$ cat config.mk
export PLATFORM = sky130hd
export DESIGN_NAME = run_length_text_decoder
export DESIGN_NICKNAME = d
export VERILOG_FILES = /design/src/rltd_pkg.sv /design/src/run_length_text_decoder.sv
export SDC_FILE = /design/constraint.sdc
export NUM_CORES = 1
export LEC_CHECK = 0
export BUFFER_PORTS_ARGS = -buffer_cell sky130_fd_sc_hd__buf_2
export CORE_UTILIZATION = 30
export DETAILED_ROUTE_END_ITERATION = 10
export PLACE_DENSITY = 0.41
export SKIP_CTS_REPAIR_TIMING = 1
export SYNTH_ARGS = -nofsm -noshare
export SYNTH_HDL_FRONTEND = slang
export SYNTH_SLANG_ARGS = --single-unit
$ cat constraint.sdc
create_clock -name clk -period 7.95 [get_ports clk]
set_input_delay 1.59 -clock clk [delete_from_list [all_inputs] [get_ports clk]]
set_output_delay 1.59 -clock clk [all_outputs]
set_load 0.02 [all_outputs]
$ cat src/rltd_pkg.sv
`default_nettype none

package rltd_pkg;

    // Run count width and its saturation point
    localparam int unsigned CNT_W = 7;
    localparam logic [CNT_W-1:0] COUNT_SAT = 7'd127;

    // Configuration register
    localparam int unsigned MAX_TOTAL_W = 7;
    localparam logic [MAX_TOTAL_W-1:0] MAX_TOTAL_RESET = 7'd50;

    // ASCII digit range
    localparam logic [7:0] CHAR_ZERO = 8'h30;
    localparam logic [7:0] CHAR_NINE = 8'h39;

    // Parameter defaults
    localparam int unsigned DEF_BUFFER_DEPTH = 64;
    localparam int unsigned DEF_MAX_DIGITS   = 2;

    // Result flag positions in the output tuser
    localparam int unsigned TUSER_TOO_LONG = 0;
    localparam int unsigned TUSER_EMPTY    = 1;
    localparam int unsigned TUSER_W        = 2;

endpackage : rltd_pkg

`default_nettype wire

$ cat src/run_length_text_decoder.sv
`default_nettype none

// Channel   | Direction | Signals                         | Word contents
// ----------+-----------+---------------------------------+------------------------------
// s_axis    | in        | s_tvalid s_tready s_tdata       | tdata[7:0] char_in,
//           |           | s_tlast                         | tlast end_of_string
// m_axis    | out       | m_tvalid m_tready m_tdata m_tuser m_tlast
//           |           |                                 | tdata[7:0] symbol,
//           |           |                                 | tuser[0] too_long, tuser[1] empty_res,
//           |           |                                 | tlast last
// cfg       | in        | cfg_we cfg_data                 | cfg_data[6:0] max_total
//
// A digit byte, or any byte after an error, is taken in the idle state. A symbol byte with
// nonzero repeats enters the fill state, writing one buffer entry a cycle. At end of
// string each buffered result passes the load state (buffer read), then the send state
// (output register), held while m_tready is low; an error or empty result is presented
// the cycle after the final byte. Input is not taken while a string is being filled or
// sent. Reset clears all control state at once; the buffer needs no clearing.

module run_length_text_decoder
    import rltd_pkg::*;
#(
    parameter int unsigned BUFFER_DEPTH = DEF_BUFFER_DEPTH,
    parameter int unsigned MAX_DIGITS   = DEF_MAX_DIGITS
)
(
    input  wire logic                   clk,
    input  wire logic                   rst_n,

    input  wire logic                   s_tvalid,
    output logic                        s_tready,
    input  wire logic [7:0]             s_tdata,   // [7:0] char_in
    input  wire logic                   s_tlast,   // end_of_string

    output logic                        m_tvalid,
    input  wire logic                   m_tready,
    output logic [7:0]                  m_tdata,   // [7:0] symbol
    output logic [TUSER_W-1:0]          m_tuser,   // [0] too_long, [1] empty_res
    output logic                        m_tlast,   // last

    input  wire logic                   cfg_we,
    input  wire logic [MAX_TOTAL_W-1:0] cfg_data   // max_total
);

    localparam int unsigned AW = (BUFFER_DEPTH > 1) ? $clog2(BUFFER_DEPTH) : 1;
    localparam int unsigned TW = $clog2(BUFFER_DEPTH + 1);
    localparam int unsigned PW = TW + 1;
    localparam int unsigned SW = ((TW > CNT_W) ? TW : CNT_W) + 1;
    localparam int unsigned DW = $clog2(MAX_DIGITS + 1);
    localparam int unsigned MW = CNT_W + 4;

    typedef enum logic [1:0] {
        ST_IDLE,
        ST_FILL,
        ST_LOAD,
        ST_SEND
    } state_t;

    state_t                 state_reg,   state_next;
    logic [CNT_W-1:0]       count_reg,   count_next;
    logic [DW-1:0]          digits_reg,  digits_next;
    logic [TW-1:0]          total_reg,   total_next;
    logic                   err_reg,     err_next;
    logic                   eos_reg,     eos_next;
    logic [7:0]             fill_sym_reg, fill_sym_next;
    logic [AW-1:0]          wr_ptr_reg,  wr_ptr_next;
    logic [AW-1:0]          rd_ptr_reg,  rd_ptr_next;
    logic                   tl_reg,      tl_next;
    logic                   em_reg,      em_next;
    logic                   last_reg,    last_next;
    logic [MAX_TOTAL_W-1:0] max_total_reg;
    logic [7:0]             rd_data_reg;

    logic [7:0]             buffer_mem [BUFFER_DEPTH];

    logic                   is_digit;
    logic [MW-1:0]          count_x10;
    logic [CNT_W-1:0]       count_sat;
    logic [CNT_W-1:0]       reps;
    logic [SW-1:0]          sum;
    logic [SW-1:0]          limit;
    logic                   fill_done;
    logic                   send_done;

    // Classify the byte and build the next count value
    assign is_digit  = s_tdata inside {[CHAR_ZERO:CHAR_NINE]};
    assign count_x10 = (MW'(count_reg) << 3) + (MW'(count_reg) << 1) + MW'(s_tdata[3:0]);
    assign count_sat = (count_x10 > MW'(COUNT_SAT)) ? COUNT_SAT : count_x10[CNT_W-1:0];

    // Repeat count, running total and capped limit
    assign reps  = (digits_reg == '0) ? CNT_W'(1) : count_reg;
    assign sum   = SW'(total_reg) + SW'(reps);
    assign limit = (SW'(max_total_reg) > SW'(BUFFER_DEPTH)) ? SW'(BUFFER_DEPTH)
                                                           : SW'(max_total_reg);

    assign fill_done = (PW'(wr_ptr_reg) + PW'(1)) == PW'(total_reg);
    assign send_done = (PW'(rd_ptr_reg) + PW'(1)) == PW'(total_reg);

    // Handshake and output word
    assign s_tready = (state_reg == ST_IDLE);
    assign m_tvalid = (state_reg == ST_SEND);
    assign m_tdata  = (tl_reg || em_reg) ? 8'd0 : rd_data_reg;
    assign m_tlast  = last_reg;
    always_comb
    begin
        m_tuser                 = '0;
        m_tuser[TUSER_TOO_LONG] = tl_reg;
        m_tuser[TUSER_EMPTY]    = em_reg;
    end

    // Sequencer next state
    always_comb
    begin
        state_next    = state_reg;
        count_next    = count_reg;
        digits_next   = digits_reg;
        total_next    = total_reg;
        err_next      = err_reg;
        eos_next      = eos_reg;
        fill_sym_next = fill_sym_reg;
        wr_ptr_next   = wr_ptr_reg;
        rd_ptr_next   = rd_ptr_reg;
        tl_next       = tl_reg;
        em_next       = em_reg;
        last_next     = last_reg;

        case (state_reg)
            ST_IDLE:
            begin
                if (s_tvalid)
                begin
                    eos_next = s_tlast;
                    if (!err_reg)
                    begin
                        if (is_digit)
                        begin
                            if (digits_reg >= DW'(MAX_DIGITS))
                            begin
                                err_next = 1'b1;
                            end
                            else
                            begin
                                count_next  = count_sat;
                                digits_next = digits_reg + DW'(1);
                            end
                        end
                        else if (sum > limit)
                        begin
                            err_next = 1'b1;
                        end
                        else
                        begin
                            count_next  = '0;
                            digits_next = '0;
                            total_next  = TW'(sum);
                            if (reps != '0)
                            begin
                                wr_ptr_next   = AW'(total_reg);
                                fill_sym_next = s_tdata;
                                state_next    = ST_FILL;
                            end
                        end
                    end

                    // Start the result phase unless repeats are still to be written
                    if (s_tlast && (state_next == ST_IDLE))
                    begin
                        if (err_next)
                        begin
                            tl_next    = 1'b1;
                            em_next    = 1'b0;
                            last_next  = 1'b1;
                            state_next = ST_SEND;
                        end
                        else if (total_next == '0)
                        begin
                            tl_next    = 1'b0;
                            em_next    = 1'b1;
                            last_next  = 1'b1;
                            state_next = ST_SEND;
                        end
                        else
                        begin
                            rd_ptr_next = '0;
                            state_next  = ST_LOAD;
                        end
                    end
                end
            end

            ST_FILL:
            begin
                if (fill_done)
                begin
                    rd_ptr_next = '0;
                    state_next  = eos_reg ? ST_LOAD : ST_IDLE;
                end
                else
                begin
                    wr_ptr_next = wr_ptr_reg + AW'(1);
                end
            end

            ST_LOAD:
            begin
                tl_next    = 1'b0;
                em_next    = 1'b0;
                last_next  = send_done;
                state_next = ST_SEND;
            end

            ST_SEND:
            begin
                if (m_tready)
                begin
                    if (last_reg)
                    begin
                        count_next  = '0;
                        digits_next = '0;
                        total_next  = '0;
                        err_next    = 1'b0;
                        tl_next     = 1'b0;
                        em_next     = 1'b0;
                        state_next  = ST_IDLE;
                    end
                    else
                    begin
                        rd_ptr_next = rd_ptr_reg + AW'(1);
                        state_next  = ST_LOAD;
                    end
                end
            end

            default:
            begin
                state_next = ST_IDLE;
            end
        endcase
    end

    // Hold state and registered outputs
    always_ff @(posedge clk or negedge rst_n)
    begin
        if (!rst_n)
        begin
            state_reg    <= ST_IDLE;
            count_reg    <= '0;
            digits_reg   <= '0;
            total_reg    <= '0;
            err_reg      <= 1'b0;
            eos_reg      <= 1'b0;
            fill_sym_reg <= '0;
            wr_ptr_reg   <= '0;
            rd_ptr_reg   <= '0;
            tl_reg       <= 1'b0;
            em_reg       <= 1'b0;
            last_reg     <= 1'b0;
        end
        else
        begin
            state_reg    <= state_next;
            count_reg    <= count_next;
            digits_reg   <= digits_next;
            total_reg    <= total_next;
            err_reg      <= err_next;
            eos_reg      <= eos_next;
            fill_sym_reg <= fill_sym_next;
            wr_ptr_reg   <= wr_ptr_next;
            rd_ptr_reg   <= rd_ptr_next;
            tl_reg       <= tl_next;
            em_reg       <= em_next;
            last_reg     <= last_next;
        end
    end

    // Configuration register
    always_ff @(posedge clk or negedge rst_n)
    begin
        if (!rst_n)
        begin
            max_total_reg <= MAX_TOTAL_RESET;
        end
        else if (cfg_we)
        begin
            max_total_reg <= cfg_data;
        end
    end

    // Decode buffer: write one repeat per fill cycle, read one entry per load
    always_ff @(posedge clk)
    begin
        if (state_reg == ST_FILL)
        begin
            buffer_mem[wr_ptr_reg] <= fill_sym_reg;
        end
        if (state_reg == ST_LOAD)
        begin
            rd_data_reg <= buffer_mem[rd_ptr_reg];
        end
    end

    // Checks
    a_no_overlap: assert property (@(posedge clk) disable iff (!rst_n)
        !(s_tready && m_tvalid))
        else $error("input taken while a result word is pending");

    a_fill_in_range: assert property (@(posedge clk) disable iff (!rst_n)
        (state_reg == ST_FILL) |-> (PW'(wr_ptr_reg) < PW'(total_reg)))
        else $error("fill pointer beyond decoded total");

    a_flag_is_sole: assert property (@(posedge clk) disable iff (!rst_n)
        (m_tvalid && (m_tuser != '0)) |-> (m_tlast && (m_tdata == 8'd0)))
        else $error("error or empty result is not the sole word");

    a_clear_after_last: assert property (@(posedge clk) disable iff (!rst_n)
        (m_tvalid && m_tready && m_tlast) |=> ((total_reg == '0) && !err_reg
                                                && (count_reg == '0)))
        else $error("string state not cleared after final word");

endmodule : run_length_text_decoder

`default_nettype wire
==> results.toml <==
[status]
status = "completed"

[placement]
port-buffer-count = 33
dpl.hpwl_microns = 38000
gp_congestion = 0.764
place_ws_ns = 3.17

[cells_and_area]
largest_reg_flops = 512
num_antenna_cells = 0
final_layout_size_suffix_gt1_share_pct = 27.1
utilization_pct = 35.1
final_nets = 1357
areaGrowthSynthToFinish_pct = 14.9

[floorplan]
dieWidth_microns = 284
die_h_microns = 284
pin_count = 34
core-area_sq_mm = 0.0780
start_util_pct = 30.5
dieArea_sq_mm = 0.0804
rows = 102

[timing]
setup_ws_ns = 3.09
fmax_mhz = 206
min_period_ns = 4.86
hold_violations = 0
rsz0062_at_grt = "no"
drv_slew = 0
worst_slew_pin_slew_ns = 0.991
fin_setup_tns_ns = 0
relSlewSlack_pct = 33.7
setup_viol = 0
clock_skew_ns = 0.0333
period_share_pct = 61.2

[clock_tree]
cts_tree = "yes"
cts.sink_count = 570
path_clk_slew_ns = 0.06
numCtsBuffers = 68
htreeDepth = 3
clk_latency_ns = 0.62
clockBufferDepth = 3
cts_root_buf = "clkbuf_16"

[critical_path]
slowest_delay_ns = 0.58
worstPathCellList = "inv_1 > ha_1 > or2_2 > ha_1 > fa_1 > a211oi_1 > or4b_1 > o2111ai_1 > ha_1 > nand3_1 > nor2_1 > a21oi_1 > a211o_1 > o21ai_1 > or4_1 > o311ai_1"
cp.depth = 16
cp.required_ns = 8.45
cp.buffers_inverters = 1
worst_path_max_delay_cell = "or4_1"
crit_family = "compound AO/OA/AOI/OAI gates"
arrival_ns = 5.36
crit_top_cell = "ha_1"
setup.worst_path.class = "reg2reg"
critical_path.max_fanout = 11
ff2ff_path_depth = 16
end_kind = "register"
worstSetupStartpointType = "register"

[logic_synthesis]
synth_edf_count = 520
syn_inst = 1232
ys_seq_area_share_pct = 70.9
syn_nets = 1292
yosysWarnings = 0
synth_area_sq_mm = 0.0238
synthTopCellsByArea = "edfxtp_1 66%, mux4_2 16%, dfrtp_1 4.9%"
yosysTopAreaCell = "edfxtp_1"
ys_seq_elements = 570
synthDominantCellAreaShare_pct = 65.6
ys_types = 71
ys.flop_type = "edfxtp_1"
avgSynthCellArea_sq_um = 19.3
async_flop_share_pct = 8.77

[worst_hold_path]
holdPathStages = 1
hold_class = "reg2reg"

[routing]
routed_wirelength_microns = 61400
ant_nets = 0
viasPerCell = 4.97
vias = 11900
wl_per_cell_microns = 25.7
first_iter_violations = 866
drt_drc_violations_left = 0
drt_pass1_iterations = 5

[pwr]
p_leak_uw = 0.00869
total_power_uw = 9480
power.density_mw_per_mm2 = 347
ir_drop_mv = 0.143

[global_route]
grt_pass1_vias = 12500
grt_use_total_pct = 15.4
grt_pass1_wl_microns = 89900
grt_start_max_net_pins = 90
grt_overflow = 0
antenna_found_initial = 2

[run]
maxCapViolCount = 0
==> cell families after synthesis <==
group,Yosys count,synth area share [%]
xor gates and xnor gates,23,0.905
DFF,570,70.9
and+or+nand+nor,221,4.45
muxes,191,17.0
buffers and inverters,87,1.50
AOI/OAI and AO/OA,101,3.09
adders and majority gates,39,2.15
==> cells in the mapped netlist, types with 7 or more instances <==
master / number
inv_1: 28
clkbuf_1: 30
and2_1: 9
edfxtp_1: 520
mux2_2: 21
nor2b_1: 9
ha_1: 36
dfrtp_1: 47
a21o_1: 8
buf_1: 13
mux4_2: 168
nor3_1: 7
o21ai_0: 23
nand3_1: 24
buf_2: 10
a21oi_1: 16
xor2_1: 8
xnor2_1: 14
o211ai_1: 11
nand2_1: 35
nor2_1: 97
==> worst paths after layout <==
path                                        from                to  slack (ns)
max in group asynchronous                  rst_n     rd_ptr_reg[1]        6.27
worst min-delay path            max_total_reg[3]  max_total_reg[3]        0.51
worst max-delay path               digits_reg[1]     rd_ptr_reg[3]        3.09
worst min register to register  max_total_reg[3]  max_total_reg[3]        0.51
worst max register to register     digits_reg[1]     rd_ptr_reg[3]        3.09
min in group asynchronous                  rst_n   fill_sym_reg[4]        1.11
==> stage by stage <==
stage | std cells | hold WS [ns] | instance area, sq um
after global routing | 2385 | 0.523 | 27300
after detailed placement | 2267 | 0.500 | 25200
after CTS | 2385 | 0.511 | 27300
after floorplan | 1232 | 0.464 | 23800
after global placement | 2267 | 0.497 | 25200
final | 2385 | 0.508 | 27300
==> worst register-to-register path, delay by kind of cell (launching register included) <==
family | cells | cell delay [ns]
AND/OR/NAND/NOR | 5 | 1.25
adder cells (fa/ha/maj) | 4 | 1.26
flip-flops | 1 | 0.37
buffers and inverters | 1 | 0.07
AO/OA/AOI/OAI | 6 | 1.81
==> area by class of cell <==
cell class                      instances  area [sq um]
Fill cell                            7360         50600
Clock buffer                           85          1820
Sequential cell                       570         16900
Timing Repair Buffer                   53           328
Inverter                               29           109
Clock inverter                         33           329
Multi-Input combinational cell        575          6560
Tap cell                             1040          1300
==> cell usage in the layout (no fill, tap or decap), drive strengths merged, types with 4 or more instances in the layout <==
| cell | instances |
|---|---|
| o211ai | 11 |
| nor4 | 6 |
| mux2 | 21 |
| a22o | 4 |
| xor2 | 8 |
| xnor2 | 14 |
| mux4 | 168 |
| a21o | 9 |
| nor2 | 97 |
| o21ai | 24 |
| nand2 | 35 |
| nand3 | 25 |
| bufinv | 4 |
| buf | 53 |
| or2 | 4 |
| ha | 36 |
| clkbuf | 85 |
| nor3 | 8 |
| and2 | 10 |
| inv | 34 |
| edfxtp | 520 |
| or4 | 4 |
| nand4 | 5 |
| and3 | 5 |
| a211oi | 5 |
| a21oi | 16 |
| nor2b | 9 |
| dfrtp | 47 |
| clkinv | 24 |
==> metal layers <==
layer | routed length (microns) | up-vias | GRT usage [%]
met1 | 28500 | 6388 | 21.6
met3 | 2200 | 77 | 2.59
li1 | - | 5159 | -
met5 | 0 | - | 0
met2 | 29500 | 227 | 24.9
met4 | 1260 | 0 | 4.01
==> power by group <==
part	switching [uW]	internal (uW)	leakage (uW)	total, uW
logic	1540	852	0.00233	2390
clock network	1270	1760	0.00105	3030
registers	212	3850	0.00531	4060
total	3020	6460	0.00869	9480
No activity file was read; power rests on OpenSTA's default activity.
